### src/hw/rtl/mtd_pkg.sv
// shared types and constants for the multichannel time debounce block
`default_nettype none

package mtd_pkg;

  localparam int unsigned CHANNELS = 16;
  localparam int unsigned CH_W = (CHANNELS > 1) ? $clog2(CHANNELS) : 1;

  localparam int unsigned CHAN_W  = 8;
  localparam int unsigned TIME_W  = 32;
  localparam int unsigned LIMIT_W = 16;

  localparam logic [LIMIT_W-1:0] DEBOUNCE_DEFAULT_MS = LIMIT_W'(30);

  localparam int unsigned S_DATA_W = 48;
  localparam int unsigned M_DATA_W = 8;
  localparam int unsigned M_USER_W = 1;

  // one sample handed to the channel state
  typedef struct packed {
    logic              en;
    logic [CH_W-1:0]   idx;
    logic              raw;
    logic [TIME_W-1:0] now;
  } upd_t;

endpackage

`default_nettype wire

### src/hw/rtl/multichannel_time_debounce_top.sv
// top level of the multichannel time debounce block
//
// usage:
//   s_axis carries one sample word: channel, raw level and a wrapping
//   millisecond timestamp. m_axis returns one word per sample: the
//   channel's debounced level in tdata and an invalid-channel flag in
//   tuser (level reads 0 when the flag is set, and no state changes).
//   cfg_valid_i/cfg_data_i write the debounce time in ms; a value of 0
//   acts as the 30 ms default. write it only while no word is in flight.
// timing:
//   a sample is registered on accept and its result is registered
//   when the output register advances; one sample per cycle is
//   sustained while m_axis_tready is high. the channel state is
//   updated in the same cycle the sample moves to the output register,
//   so samples of the same channel may follow back to back.
// reset: all channels return to the not-started state, debounce time
//   returns to 30 ms, both pipeline registers are emptied.
// stall: with m_axis_tready low the output word holds; one more sample
//   is taken into the input register, then s_axis_tready drops.
`default_nettype none

module multichannel_time_debounce_top
  import mtd_pkg::*;
(
  input  wire logic                clk_i,
  input  wire logic                rst_ni,
  input  wire logic                s_axis_tvalid,
  output logic                     s_axis_tready,
  // [7:0] channel, [8] raw_level, [40:9] now_ms, [47:41] zero
  input  wire logic [S_DATA_W-1:0] s_axis_tdata,
  output logic                     m_axis_tvalid,
  input  wire logic                m_axis_tready,
  // [0] level, [7:1] zero
  output logic [M_DATA_W-1:0]      m_axis_tdata,
  // [0] invalid_channel
  output logic [M_USER_W-1:0]      m_axis_tuser,
  input  wire logic                cfg_valid_i,
  output logic                     cfg_ready_o,
  input  wire logic [LIMIT_W-1:0]  cfg_data_i
);

  logic [LIMIT_W-1:0] debounce_q, limit;

  logic              in_valid_q;
  logic [CHAN_W-1:0] in_chan_q;
  logic              in_raw_q;
  logic [TIME_W-1:0] in_now_q;

  logic out_valid_q, out_level_q, out_inv_q;
  logic advance, in_take, chan_ok, level;
  upd_t upd;

  assign cfg_ready_o = 1'b1;

  always_ff @(posedge clk_i or negedge rst_ni) begin
    if (!rst_ni) begin
      debounce_q <= DEBOUNCE_DEFAULT_MS;
    end else if (cfg_valid_i) begin
      debounce_q <= cfg_data_i;
    end
  end

  assign limit = (debounce_q == '0) ? DEBOUNCE_DEFAULT_MS : debounce_q;

  assign advance       = !out_valid_q || m_axis_tready;
  assign s_axis_tready = !in_valid_q || advance;
  assign in_take       = s_axis_tvalid && s_axis_tready;

  always_ff @(posedge clk_i or negedge rst_ni) begin
    if (!rst_ni) begin
      in_valid_q <= 1'b0;
    end else if (s_axis_tready) begin
      in_valid_q <= s_axis_tvalid;
    end
  end

  always_ff @(posedge clk_i) begin
    if (in_take) begin
      in_chan_q <= s_axis_tdata[CHAN_W-1:0];
      in_raw_q  <= s_axis_tdata[CHAN_W];
      in_now_q  <= s_axis_tdata[CHAN_W+TIME_W:CHAN_W+1];
    end
  end

  assign chan_ok = ({1'b0, in_chan_q} < (CHAN_W+1)'(CHANNELS));

  always_comb begin
    upd.en  = in_valid_q && advance && chan_ok;
    upd.idx = in_chan_q[CH_W-1:0];
    upd.raw = in_raw_q;
    upd.now = in_now_q;
  end

  mtd_state u_state (
    .clk_i   (clk_i),
    .rst_ni  (rst_ni),
    .upd_i   (upd),
    .limit_i (limit),
    .level_o (level)
  );

  always_ff @(posedge clk_i or negedge rst_ni) begin
    if (!rst_ni) begin
      out_valid_q <= 1'b0;
    end else if (advance) begin
      out_valid_q <= in_valid_q;
    end
  end

  always_ff @(posedge clk_i) begin
    if (advance && in_valid_q) begin
      out_level_q <= chan_ok && level;
      out_inv_q   <= !chan_ok;
    end
  end

  assign m_axis_tvalid = out_valid_q;
  assign m_axis_tdata  = {{(M_DATA_W-1){1'b0}}, out_level_q};
  assign m_axis_tuser  = out_inv_q;

endmodule

`default_nettype wire

### src/hw/rtl/mtd_state.sv
// per-channel debounce state with combinational read and registered write-back
`default_nettype none

module mtd_state
  import mtd_pkg::*;
(
  input  wire logic               clk_i,
  input  wire logic               rst_ni,
  input  wire upd_t               upd_i,
  input  wire logic [LIMIT_W-1:0] limit_i,
  output logic                    level_o
);

  logic              started_q [CHANNELS];
  logic              stable_q  [CHANNELS];
  logic              cand_q    [CHANNELS];
  logic [TIME_W-1:0] since_q   [CHANNELS];

  logic              cur_stable, cur_cand;
  logic [TIME_W-1:0] cur_since, elapsed;
  logic              stable_d, cand_d;
  logic [TIME_W-1:0] since_d;

  always_comb begin
    // a channel never seen takes the raw level and the current time
    if (started_q[upd_i.idx]) begin
      cur_stable = stable_q[upd_i.idx];
      cur_cand   = cand_q[upd_i.idx];
      cur_since  = since_q[upd_i.idx];
    end else begin
      cur_stable = upd_i.raw;
      cur_cand   = upd_i.raw;
      cur_since  = upd_i.now;
    end
    elapsed  = upd_i.now - cur_since;
    stable_d = cur_stable;
    cand_d   = cur_cand;
    since_d  = cur_since;
    if (upd_i.raw != cur_cand) begin
      cand_d  = upd_i.raw;
      since_d = upd_i.now;
    end else if (elapsed >= TIME_W'(limit_i)) begin
      stable_d = cur_cand;
    end
  end

  assign level_o = stable_d;

  always_ff @(posedge clk_i or negedge rst_ni) begin
    if (!rst_ni) begin
      for (int i = 0; i < CHANNELS; i++) begin
        started_q[i] <= 1'b0;
        stable_q[i]  <= 1'b0;
        cand_q[i]    <= 1'b0;
      end
    end else if (upd_i.en) begin
      started_q[upd_i.idx] <= 1'b1;
      stable_q[upd_i.idx]  <= stable_d;
      cand_q[upd_i.idx]    <= cand_d;
    end
  end

  // timestamps are only read once the channel has started
  always_ff @(posedge clk_i) begin
    if (upd_i.en) begin
      since_q[upd_i.idx] <= since_d;
    end
  end

endmodule

`default_nettype wire

### config.mk
export PLATFORM = sky130hd
export DESIGN_NAME = multichannel_time_debounce_top
export DESIGN_NICKNAME = d
export VERILOG_FILES = /design/src/hw/rtl/mtd_pkg.sv /design/src/hw/rtl/multichannel_time_debounce_top.sv /design/src/hw/rtl/mtd_state.sv
export SDC_FILE = /design/constraint.sdc
export NUM_CORES = 1
export LEC_CHECK = 0
export ABC_AREA = 1
export BUFFER_PORTS_ARGS = -buffer_cell sky130_fd_sc_hd__buf_2
export CAP_MARGIN = 20
export CORE_MARGIN = 2
export CORE_UTILIZATION = 55
export CTS_CLUSTER_SIZE = 40
export DETAILED_ROUTE_END_ITERATION = 10
export HOLD_SLACK_MARGIN = 0.02
export PLACE_DENSITY = 0.72
export SLEW_MARGIN = 20
export SYNTH_ARGS = -nofsm -noshare
export SYNTH_HDL_FRONTEND = slang
export SYNTH_SLANG_ARGS = --single-unit
### constraint.sdc
create_clock -name clk_i -period 5.8 [get_ports clk_i]
set_input_delay 1.16 -clock clk_i [delete_from_list [all_inputs] [get_ports clk_i]]
set_output_delay 1.16 -clock clk_i [all_outputs]
set_load 0.005 [all_outputs]
# After elaboration in Yosys (flattened, before gate mapping)
# Memories as Yosys holds them, arrays and structs flattened. A register that Yosys moved wholly into a read port is not among the register bits.
# Index checks and enable logic that the tools add are counted.
# totals
ff_bits,109
ram_bits,512
input_bits,69
word_cells,100
memories,1
# op_classes
addsub,1
n_lt_le_gt_ge,4
n_eq_ne,1
mux,24
bitwise_logic,2
reduce_logical,11
# mem_list
memory,words,word_bits,read_ports,rd_ports_with_merged_regs,write_ports,line,source
u_state.since_q,16,32,1,1,1,mtd_state.sv:17,logic [TIME_W-1:0] since_q [CHANNELS];
# ops
op,count
$mux 32,2
$bwmux 16,2
$ge 32x16->1,1
$sub 32x32->32,1
$logic_not 16->1,1
$mux 16,1
$or 16x16->16,1
$mux 1,14
$bmux 1 s4,3
$lt 8x5->1 const B,1
$ge 5x5->1 const B,1
$logic_and 1x1->1,5
$lt 5x1->1 const B,1
$not 4->5,1
$demux 1 s4,1
$mux 4,1
$logic_not 1->1,3
$logic_or 1x1->1,2
$ne 1x1->1,1

# Longest topological paths before layout
# Gate-level depths: netlist (run 1).
# logic_depth
word_depth,10
mapped_depth,41
ltp_nobuf,37

# By module
# Synthesis (run 1) repeated with hierarchy kept, for this count alone.
# unflattened
hier_cells,2188
area_unflattened_um2,26546.7
# by_module_without_submodules
module,instances,cells_each,area_per_inst_um2,seq_area_each_um2
mtd_state,1,2044,24297.1,16575.9
multichannel_time_debounce_top,1,144,2249.7,1746.7

# Least setup slack after synthesis (run 1)
# Ideal clock, no wire load.
# synth_path
path_kind,register -> register
start,reg in_chan_q[0]
end,reg u_state.stable_q[1] (netlist name)
t_arrival_ns,4.267
slack_ns,1.462
stages_incl_launch_ff,36
n_path_buf,4
path_cell_list,edfxtp_1 buf_2 o21ai_0 nand2_1 nand2_1 nand2_1 nand2_1 inv_1 nand2_2 clkbuf_8 clkbuf_1 nand3_1 o21ai_0 ha_1 nand2_2 inv_1 a21oi_2 nand3_2 nand2_1 nand3_1 xor2_1 ha_1 a21oi_1 nor2_1 a211oi_1 nand3_2 nor2_1 nand3_1 nor2_1 nand2_1 nand2_1 nand2_2 nand2_4 buf_8 nand2_1 nand2_1
# synth_between
elab_chain_cells,10
# synth_lines
element,line,source
"start, declared",multichannel_time_debounce_top.sv:45,logic [CHAN_W-1:0] in_chan_q;
"start signal, assigned",multichannel_time_debounce_top.sv:79,in_chan_q <= s_axis_tdata[CHAN_W-1:0];
$not 4->5 (not written as such),--,
$bmux 1 s4,mtd_state.sv:26,if (started_q[upd_i.idx]) begin
$mux 1 (not written as such) (2 in series),mtd_state.sv:26,
$mux 32,mtd_state.sv:26,
$sub 32x32->32,mtd_state.sv:35,elapsed = upd_i.now - cur_since;
$ge 32x16->1,mtd_state.sv:42,end else if (elapsed >= TIME_W'(limit_i)) begin
$mux 1,mtd_state.sv:42,
$mux 1,mtd_state.sv:39,if (upd_i.raw != cur_cand) begin
$bwmux 16,mtd_state.sv:58,stable_q[upd_i.idx] <= stable_d;
"end signal, assigned by index",mtd_state.sv:58,
"end, declared",mtd_state.sv:15,logic stable_q [CHANNELS];
# Several ways; a longest one is shown, not always the timed one. The select of a mux whose other input is x is not followed.
# A chain may end at the register's enable or synchronous reset.

# Worst setup path in the final report (run 1)
# layout_path
start,reg in_chan_q[0]
end,reg u_state.stable_q[5] (netlist name)
# The elaborated chain is that of the path after synthesis.

==> results of run 1 <==
[kinds of logic (layout without fill, tap and decap cells)]
family          after synthesis  in the layout  synth area share, %
xor+xnor                     15             15                0.474
buf+inv                     316            404                 4.79
simple gates                935            935                 14.0
other cells                   2              9               0.0271
compound gates              565            565                 12.1
flops                       625            625                 66.3
fa+ha+maj                    51             51                 2.33
[cell usage in the layout (no fill, tap or decap), types with 4 or more instances in the layout]
master,netlist,final
a21oi_1,32,32
a21oi_2,4,4
a22oi_1,16,16
buf_12,0,10
buf_2,32,65
buf_4,15,40
bufinv_16,0,6
clkbuf_1,85,11
clkbuf_16,0,61
clkinv_1,2,16
clkinv_2,0,11
conb_1,2,8
dfrtp_1,62,62
dfstp_2,4,4
edfxtp_1,555,555
ha_1,50,50
inv_1,172,171
inv_2,5,4
nand2_1,387,387
nand2_2,12,12
nand3_1,104,104
nand3_2,7,7
nand4_1,14,14
nor2_1,359,342
nor2_2,10,11
nor2_4,1,17
nor3_1,18,18
o21ai_0,325,324
o21ai_1,43,44
o221ai_1,98,98
o22ai_1,26,26
o311ai_0,8,8
or2_2,10,10
xor2_1,13,13
[routing by layer]
| layer | global-route usage, % | vias up |
|---|---|---|
| li1 | - | 8997 |
| met1 | 38.5 | 9544 |
| met2 | 44.5 | 1021 |
| met3 | 5.16 | 190 |
| met4 | 10.6 | 2 |
| met5 | 0 | - |
[worst register-to-register path: cells and delay by family, from the launching register on]
family                     cells  cell delay, ns
DFF                            1            0.55
adders and majority gates      2            0.78
AOI/OAI and AO/OA              3            0.56
and+or+nand+nor               24            2.48
xor gates and xnor gates       1            0.25
buffers and inverters          4            0.71
[state kept, by name, summed over array words and instances (netlist names), 8 cells and up, named ones only]
register,flops
u_state.stable_q,16
in_chan_q,8
debounce_q,16
u_state.started_q,16
u_state.cand_q,16
u_state.since_q,512
in_now_q,32
[repair_timing]
| action | in CTS | in global routing |
|---|---|---|
| endpoints found under the setup margin | 0 | 17 |
| setup buffers | 0 | 1 |
| resized for setup | 0 | 1 |
| hold buffers | 0 | 0 |
[stage by stage]
step           area [um2]  instances
2_1_floorplan       27800       2515
3_3_place_gp        28900       3163
3_5_place_dp        28900       3163
4_1_cts             30800       3273
5_1_grt             30900       3275
6_report            30900       3276
[power groups by stage]
stage          combinational [mW]  clock, mW  sequential (mW)
5_1_grt                      2.29       4.09             5.27
3_3_place_gp                 1.94          0             5.36
6_report                     2.06       3.88             5.27
4_1_cts                      2.02       3.93             5.27
3_5_place_dp                 2.01          0             5.36
2_1_floorplan                1.41          0             5.32
[worst paths after layout]
path	slack, ns	cells after the start	end
worst max-delay path	0.41	34	u_state.stable_q[5]
worst max register to register	0.41	34	u_state.stable_q[5]
worst min-delay path	0.46	2	u_state.started_q[13]
min in group asynchronous	0.72	2	u_state.stable_q[7]
worst min register to register	0.46	2	u_state.started_q[13]
max in group asynchronous	4.54	2	u_state.started_q[14]
[layout make-up]
class                           count  area, um2  area share (%)
Multi-Input combinational cell   1574       8150            26.4
Clock buffer                       74       1600            5.17
Antenna cell                        1       2.50         0.00811
Tap cell                          672        841            2.72
Clock inverter                     36        363            1.18
Timing Repair Buffer              115        826            2.67
Inverter                          179        678            2.20
Sequential cell                   625      18400            59.6
==> reports/metrics.cfg, run 1 <==
[routing]
wirelength_um = 73300
first_pass_iters = 6
met3_length_um = 6940
drt-met1-wl_um = 29300
via_per_inst = 6.03
drtIter0Drc = 2397
wire_per_inst_um = 22.4
ant_nets = 0
wl_met2_um = 34300
drcViolationCount = 0
route.vias.total = 19800
highest_layer = met5

[worst_hold_path]
hp-start = u_state.started_q[13]
hold_class = register to register

[synth]
synth_edf_count = 555
synth_top_cell_by_area = edfxtp_1
synth-main-ff-cell = edfxtp_1
synthTopCellsByArea = edfxtp_1 (60%), o21ai_0 (5.9%), dfrtp_1 (5.6%)
syn_area_um2 = 27700
yosysWarnings = 0
ys_async_sr_fraction_pct = 10.6
synth_commonest_cells = edfxtp_1 (555), nand2_1 (387), nor2_1 (359)
synth-seq-area-share_pct = 66.3
synthCells = 2509
avgSynthCellArea_um2 = 11.1
postSynthRegisterBits = 625
synth_most_common_cell = edfxtp_1
synth_top_area_share_pct = 60.1
synthDistinctLibCells = 53

[sta]
post-route-period-util_pct = 93.0
fmax_mhz = 185
clock_skew_ns = 0.0216
finalCriticalPeriod_ns = 5.39
setup_viol = 0
hold_ws_ns = 0.455
maxSlewHeadroom_pct = 26.0
setup_slack_ns = 0.408
final-hold-violation-count = 0
drv_slew = 0
tns_ns = 0
tightest_slew_ns = 1.11

[grt]
grt_pass1_vias = 19200
grt_overflow_total = 0
antenna_found_initial = 3
track_usage_pct = 27.9
grt_max_degree = 109
grt_pass1_wl_um = 111000

[clocking]
cts_buffers = 60
cts.htree.levels = 2
clock_path_buffers = 3
cts_tree = yes
clk_pin_slew_ns = 0.06
clock_latency_ns = 0.64
root_buffer = clkbuf_16
cts_sinks = 625

[place]
io_buffers = 65
hpwl_um = 43100
gp_congestion = 0.944
pre_cts_ws_ns = 0.452

[die]
die_area_um2 = 52200
die_h_um = 229
start_util_pct = 55.5
rows = 82
fp.dieW_um = 229
ios = 81
core_um2 = 50000

[power]
leakagePower_nw = 11.4
p_sw_share_pct = 28.4
p_clk_share_pct = 34.6
ir_drop_mv = 0.314
p_per_area_nw_per_um2 = 363
intPower_mw = 8.03
p_switching_mw = 3.18
power_mw = 11.2
pwr-share-seq_pct = 47.0
power_frac_comb_pct = 18.4

[setup_path]
startpoint = in_chan_q[0]
slowest_delay_ns = 0.55
crit_path_start_kind = register
crit_family = simple AND/OR/NAND/NOR gates
crit_path_top_delay_cell = edfxtp_1
worst_ep_required_time_ns = 6.36
path_max_fanout = 25
critPathBufInv = 4
worstSetupEndpointType = register
r2r_start = in_chan_q[0]
crit_arrival_ns = 5.95
critPathKind = register to register
cp_common_cell = nand2_1

[final_layout]
fillerInstances = 3913
syn_to_final_growth_pct = 11.3
final_core_util_pct = 61.8
final_layout_size_suffix_gt1_share_pct = 10.7
nNetsFinal = 2675

[run_status]
outcome = finished clean

[job]
max_cap_violations = 0

Power figures use the tool's default switching activity.
==> inputs of run 2 (changes only) <==
ABC_AREA = not set   (was 1)
MAX_ROUTING_LAYER = met4   (was not set)
==> run 2 against run 1 <==
Compared with the run above: the flow now finishes with violations (setup timing); total power fell by 5.9%; highest routed layer is now met4; register-to-register slack got worse by 0.42 ns; combinational power fell by 29%.
==> reports/metrics.cfg, run 2 <==
[run_status]
outcome = finished with violations  ; was finished clean
violations = setup timing

[final_layout]
multiInputGateArea_um2 = 8260  ; was 8150 um2
reg_top3 = u_state.since_q x512, in_now_q x32  ; unchanged
syn_to_final_growth_pct = 16.0  ; was 11.3%
diodes = 0  ; was 1
largest_reg_flops = 512  ; unchanged
layout_common_cells = edfxtp_1 (555), mux4_2 (173), buf_4 (107), nand2_1 (101), nor2_1 (70)  ; was edfxtp_1 (555), nand2_1 (387), nor2_1 (342), o21ai_0 (324), inv_1 (171)
final_layout_size_suffix_gt1_share_pct = 32.2  ; was 10.7%
final_cell_area_um2 = 31100  ; was 30,900 um2
fillerInstances = 3244  ; was 3,913
final_common_cell = edfxtp_1  ; unchanged
regArea_um2 = 18400  ; about the same
regMostFlops = u_state.since_q  ; unchanged
nNetsFinal = 1831  ; was 2,675

[die]
core_um2 = 47900  ; was 50,000 um2
die_h_um = 225  ; was 229 um
start_util_pct = 55.9  ; was 55.5%
fp.dieW_um = 225  ; was 229 um
rows = 80  ; was 82
die_area_um2 = 50500  ; was 52,200 um2
ios = 81  ; unchanged

[grt]
antenna_found_initial = 0  ; was 3
grt_max_degree = 67  ; was 109
grt_pass1_wl_um = 93400  ; was 111,000 um
grt_pass1_vias = 14900  ; was 19,200
grt_overflow_total = 0  ; unchanged
track_usage_pct = 26.2  ; was 27.9%

[sta]
post-route-period-util_pct = 100  ; was 93.0%
setup_viol = 4  ; was 0
tightest_slew_ns = 1.12  ; was 1.11 ns
finalCriticalPeriod_ns = 5.82  ; was 5.39 ns
hold_ws_ns = 0.464  ; was 0.455 ns
fmax_mhz = 172  ; was 185 MHz
drv_slew = 0  ; unchanged
final-hold-violation-count = 0  ; unchanged
tns_ns = -0.0303  ; was 0 ns
setup_slack_ns = -0.0158  ; was 0.408 ns
rsz0062_at_grt = true
maxSlewHeadroom_pct = 25.0  ; was 26.0%
clock_skew_ns = 0.0265  ; was 0.0216 ns

[synth]
synth-seq-area-share_pct = 68.6  ; was 66.3%
syn_area_um2 = 26800  ; was 27,700 um2
yosysWarnings = 0  ; unchanged
ys_async_sr_fraction_pct = 10.6  ; unchanged
synth_top_area_share_pct = 62.2  ; was 60.1%
synth_most_common_cell = edfxtp_1  ; unchanged
synth_edf_count = 555  ; unchanged
synth_commonest_cells = edfxtp_1 (555), mux4_2 (173), nand2_1 (103)  ; was edfxtp_1 (555), nand2_1 (387), nor2_1 (359)
synthSimpleGateAreaFrac_pct = 4.76  ; was 14.0%
avgSynthCellArea_um2 = 17.5  ; was 11.1 um2
postSynthRegisterBits = 625  ; unchanged
synth-compound-area-share_pct = 5.34  ; was 12.1%
synthTopCellsByArea = edfxtp_1 (62%), mux4_2 (15%), dfrtp_1 (5.8%)  ; was edfxtp_1 (60%), o21ai_0 (5.9%), dfrtp_1 (5.6%)
synth_top_family_by_area = multiplexers  ; was simple AND/OR/NAND/NOR gates
synth_fa_ha_area_share_pct = 2.41  ; was 2.33%
synth.mux.area_fraction_pct = 16.2  ; was 0%
synth-main-ff-cell = edfxtp_1  ; unchanged
synth_top_cell_by_area = edfxtp_1  ; unchanged
synth_xor_area_share_pct = 0.555  ; was 0.474%
synthDistinctLibCells = 72  ; was 53
synthCells = 1533  ; was 2,509

[clocking]
cts_sinks = 625  ; unchanged
cts_buffers = 61  ; was 60
cts.htree.levels = 2  ; unchanged
cts_tree = yes  ; unchanged
clock_path_buffers = 3  ; unchanged
clock_latency_ns = 0.64  ; about the same
clk_pin_slew_ns = 0.06  ; about the same
root_buffer = clkbuf_16  ; unchanged

[setup_path]
worstSetupEndpointType = register  ; unchanged
r2r-end = u_state.stable_q[2]  ; was u_state.stable_q[5]
ff2ff_path_depth = 24  ; was 34
path_max_fanout = 8  ; was 25
critPathKind = register to register  ; unchanged
crit_arrival_ns = 6.37  ; was 5.95 ns
crit_path_start_kind = register  ; unchanged
r2r_start = in_chan_q[0]  ; unchanged
worst-r2r-setup-slack_ns = -0.02  ; was 0.41 ns
worst_ep_required_time_ns = 6.36  ; about the same

[routing]
via_per_inst = 6.23  ; was 6.03
wirelength_um = 62200  ; was 73,300 um
drtIter0Drc = 1463  ; was 2,397
wire_per_inst_um = 26.1  ; was 22.4 um
first_pass_iters = 7  ; was 6
drcViolationCount = 0  ; unchanged
route.vias.total = 14800  ; was 19,800
ant_nets = 0  ; unchanged

[place]
pre_cts_ws_ns = -0.324  ; was 0.452 ns
dpl-instance-area_um2 = 28600  ; was 28,900 um2
gp_congestion = 0.905  ; was 0.944
io_buffers = 65  ; unchanged
hpwl_um = 37600  ; was 43,100 um

[job]
max_cap_violations = 0  ; unchanged

[worst_hold_path]
hold_class = register to register  ; unchanged
hp-start = u_state.started_q[9]  ; was u_state.started_q[13]
holdPathEnd = u_state.started_q[9]  ; was u_state.started_q[13]
min_path_cells = 1  ; was 2

[power]
p_per_area_nw_per_um2 = 339  ; was 363 nW/um2
power_mw = 10.6  ; was 11.2 mW
leakagePower_nw = 10.8  ; was 11.4 nW
ir_drop_mv = 0.296  ; was 0.314 mV

## run 2: changes by cell type in the layout (fill, tap and decap cells not counted), sizes merged, moves of 21 or more
cell and delta:
mux2i +34, o221ai -98, nand2b +21, nand2 -297, mux4 +173, nand3 -101, o21ai -315, nor2 -292
buf +73, a21oi +38, inv -129
## run 2: cell families (layout without fill, tap and decap cells)
kind of cell,count (synthesis),in the layout
compound gates,217,219
xor+xnor,17,17
fa+ha+maj,51,51
buf+inv,131,353
flops,625,625
mux,215,215
other cells,2,8
simple gates,275,275
## run 2: layout make-up
cell class | instances | area share, %
clock inverter | 39 | 1.27
clock buffer | 76 | 5.18
multi-input combinational | 785 | 26.6
inverter | 46 | 0.559
timing repair buffer | 192 | 4.76
sequential | 625 | 59.2
tap | 615 | 2.47
## run 2: worst max-delay path by stage
| stage | startpoint | to | slack, ns |
|---|---|---|---|
| 2_1_floorplan | register | out_level_q | 0.05 |
| 3_3_place_gp | in_chan_q[0] | out_level_q | -0.24 |
| 3_5_place_dp | in_chan_q[0] | u_state.stable_q[6] | -0.32 |
| 4_1_cts | in_chan_q[0] | u_state.stable_q[2] | 0.009 |
| 5_1_grt | in_chan_q[0] | out_level_q | -0.30 |
| 6_report | in_chan_q[0] | u_state.stable_q[2] | -0.02 |
## run 2: metrics by stage
stage               util (%)  instances
finish                  64.9       2378
CTS                     64.2       2369
floorplan                  -       1539
global placement        59.6       2246
global route            64.9       2378
detailed placement      59.6       2247
## run 2: worst max-delay path, stage by stage, from the launching register on
cell      delay [ns]
edfxtp_1        0.46
mux4_2          0.54
mux4_2          0.65
buf_12          0.21
buf_12          0.13
mux2i_4         0.19
ha_4            0.18
buf_6           0.11
o21a_1          0.16
o211ai_1        0.31
a21oi_2         0.09
a21oi_2         0.18
xnor2_1         0.14
ha_1            0.28
a21oi_2         0.16
nand2_2         0.09
a222oi_1        0.31
nand2_1         0.11
nor4_2          0.27
o2111a_1        0.21
nand4_1         0.10
buf_6           0.17
o21a_4          0.22
o221a_4         0.33
o21ai_2         0.13
## run 2: repair_timing
item,CTS,global route
endpoints found under the setup margin,17,17
cloned,3,0
buffers inserted,4,5
pin swaps,11,35
hold buffers,0,0
resized for setup,22,45
## run 2: power breakdown
part           internal (mW)  switching [mW]
sequential              5.07          0.0571
combinational          0.649           0.813
clock                   2.29            1.67
total                   8.01            2.54
## run 2: per-layer routing
| layer | track usage (%) | vias up | routed length [um] |
|---|---|---|---|
| met5 | - | - | 0 |
| li1 | - | 6494 | - |
| met3 | 3.57 | 82 | 4040 |
| met1 | 37.0 | 7623 | 26500 |
| met4 | 6.41 | 0 | 1170 |
| met2 | 41.2 | 606 | 30500 |
==> inputs of run 3 (changes only) <==
ABC_AREA = 1   (was not set)
BUFFER_PORTS_ARGS = -buffer_cell sky130_fd_sc_hd__buf_4   (was -buffer_cell sky130_fd_sc_hd__buf_2)
PLACE_DENSITY = 0.82   (was 0.72)
==> run 3 against run 2 <==
Compared with the run above: the run now ends clean; clock power decreased by 5.1%; sequential power increased by 3%; flip-flop and latch count is the same; global-route usage up 2.2 points; first-iteration DRC count grew 98%; clock-buffer cell count shrank 1; setup slack improved by 0.44 ns; die area is 3.4% higher; critical endpoint is now u_state.stable_q[13]; largest cell class unchanged; highest routed layer unchanged.
==> reports/metrics.cfg, run 3 (synthesized netlist as in run 1, its figures left out) <==
[routing]
via_per_inst = 6.14  ; was 6.23
drt-met1-wl_um = 26500  ; about the same
ant_nets = 0  ; unchanged
wire_per_inst_um = 22.1  ; was 26.1 um
drtIter0Drc = 2895  ; was 1,463
first_pass_iters = 6  ; was 7
wirelength_um = 72600  ; was 62,200 um
route.vias.total = 20200  ; was 14,800
met3_length_um = 8400  ; was 4040 um
wl_met2_um = 34300  ; was 30,500 um
highest_layer = met4  ; unchanged
drcViolationCount = 0  ; unchanged

[grt]
antenna_found_initial = 2  ; was 0
grt_pass1_vias = 20000  ; was 14,900
grt_overflow_total = 0  ; unchanged
grt_pass1_wl_um = 111000  ; was 93,400 um
track_usage_pct = 28.4  ; was 26.2%
grt_max_degree = 92  ; was 67

[setup_path]
crit_family = simple AND/OR/NAND/NOR gates  ; was compound AO/OA/AOI/OAI gates
cp_common_cell = nand2_1  ; was a21oi_2
worstSetupEndpointType = register  ; unchanged
worst_ep_required_time_ns = 6.38  ; was 6.36 ns
crit_arrival_ns = 5.96  ; was 6.37 ns
critPathKind = register to register  ; unchanged
worst-r2r-setup-slack_ns = 0.42  ; was -0.02 ns
critPathBufInv = 4  ; unchanged
slowest_delay_ns = 0.54  ; was 0.65 ns
crit_path_top_delay_cell = edfxtp_1  ; was mux4_2
crit_path_start_kind = register  ; unchanged
path_max_fanout = 39  ; was 8

[clocking]
root_buffer = clkbuf_16  ; unchanged
clock_latency_ns = 0.65  ; was 0.64 ns
cts_buffers = 59  ; was 61
cts.htree.levels = 2  ; unchanged
cts_sinks = 625  ; unchanged
cts_tree = yes  ; unchanged
clk_pin_slew_ns = 0.06  ; about the same
ctsHoldBuffers = 0  ; unchanged
clock_path_buffers = 3  ; unchanged

[job]
max_cap_violations = 0  ; unchanged

[die]
ios = 81  ; unchanged
core_um2 = 50000  ; was 47,900 um2
start_util_pct = 55.5  ; was 55.9%
fp.dieW_um = 229  ; was 225 um
die_h_um = 229  ; was 225 um
die_area_um2 = 52200  ; was 50,500 um2
rows = 82  ; was 80

[sta]
maxSlewHeadroom_pct = 20.7  ; was 25.0%
final-hold-violation-count = 0  ; unchanged
setup_slack_ns = 0.421  ; was -0.0158 ns
post-route-period-util_pct = 92.7  ; was 100%
setup_viol = 0  ; was 4
rsz0062_at_grt = false  ; was true
tightest_slew_ns = 1.19  ; was 1.12 ns
drv_slew = 0  ; unchanged
tns_ns = 0  ; was -0.0303 ns
finalCriticalPeriod_ns = 5.38  ; was 5.82 ns
clock_skew_ns = 0.0209  ; was 0.0265 ns
fmax_mhz = 186  ; was 172 MHz

[worst_hold_path]
hold_class = register to register  ; unchanged

[final_layout]
syn_to_final_growth_pct = 11.9  ; was 16.0%
reg_top3 = u_state.since_q x512, in_now_q x32  ; unchanged
regMostFlops = u_state.since_q  ; unchanged
layout_common_cells = edfxtp_1 (555), nand2_1 (387), nor2_1 (343), o21ai_0 (321), inv_1 (171)  ; was edfxtp_1 (555), mux4_2 (173), buf_4 (107), nand2_1 (101), nor2_1 (70)
final_common_cell = edfxtp_1  ; unchanged
diodes = 0  ; unchanged
largest_reg_flops = 512  ; unchanged
final_layout_size_suffix_gt1_share_pct = 11.0  ; was 32.2%
nNetsFinal = 2685  ; was 1,831

[power]
power_mw = 11.1  ; was 10.6 mW
p_per_area_nw_per_um2 = 357  ; was 339 nW/um2
leakagePower_nw = 11.5  ; was 10.8 nW
ir_drop_mv = 0.268  ; was 0.296 mV

[run_status]
outcome = finished clean  ; was finished with violations

[place]
gp_congestion = 0.964  ; was 0.905
pre_cts_ws_ns = 0.458  ; was -0.324 ns
hpwl_um = 43800  ; was 37,600 um
io_buffers = 65  ; unchanged

run 3: cell count changes in the layout (fill, tap and decap cells not counted), sizes merged, moves of 62 or more:
cell	change
nor2	+292
nand2	+297
o21ai	+315
buf	-62
o221ai	+98
mux4	-173
nand3	+101
inv	+130
run 3: layout make-up:
type / instances / area (um2)
Clock inverter: 37 / 319
Multi-Input combinational cell: 1574 / 8160
Tap cell: 672 / 841
Fill cell: 3706 / 18900
Clock buffer: 75 / 1560
Inverter: 179 / 679
Sequential cell: 625 / 18400
Timing Repair Buffer: 126 / 1080
run 3: repair_timing:
| item | 4_1_cts | 5_1_grt |
|---|---|---|
| endpoints found under the setup margin | 0 | 16 |
| buffers inserted | 0 | 1 |
| resized for setup | 0 | 5 |
run 3: routing by layer:
metal | GRT usage (%) | vias to the layer above
met3 | 6.04 | 273
met2 | 44.3 | 1295
met4 | 13.5 | 0
met5 | - | -
li1 | - | 9005
met1 | 35.8 | 9602
run 3: final timing paths:
kind / from / endpoint / cells after the start
setup / recovery: in_chan_q[0] / u_state.stable_q[13] / 34
hold / removal: u_state.started_q[5] / u_state.started_q[5] / 2
setup reg to reg: in_chan_q[0] / u_state.stable_q[13] / 34
hold reg to reg: u_state.started_q[5] / u_state.started_q[5] / 2
max in group asynchronous: rst_ni / u_state.started_q[14] / 1
min in group asynchronous: rst_ni / m_axis_tvalid / 1
run 3: worst min-delay path: cells and delay by family, from the launching register on:
family,cells,cell delay (ns)
buffers and inverters,1,0.05
flip-flops,1,0.33
AND/OR/NAND/NOR,1,0.06
run 3: per-stage QoR:
step,hold WS [ns],cells,util [%],area [um2]
final,0.462,3288,62.1,31000
after CTS,0.466,3283,62.0,31000
after floorplan,0.419,2515,-,27800
after global placement,0.435,3169,58.2,29100
after global routing,0.489,3288,62.1,31000
after detailed placement,0.452,3171,58.2,29100
run 3: where the power goes:
group / switching [mW] / total [mW] / internal (mW)
logic: 1.45 / 2.07 / 0.625
clock network: 1.67 / 3.76 / 2.08
registers: 0.0596 / 5.27 / 5.21
total: 3.18 / 11.1 / 7.91
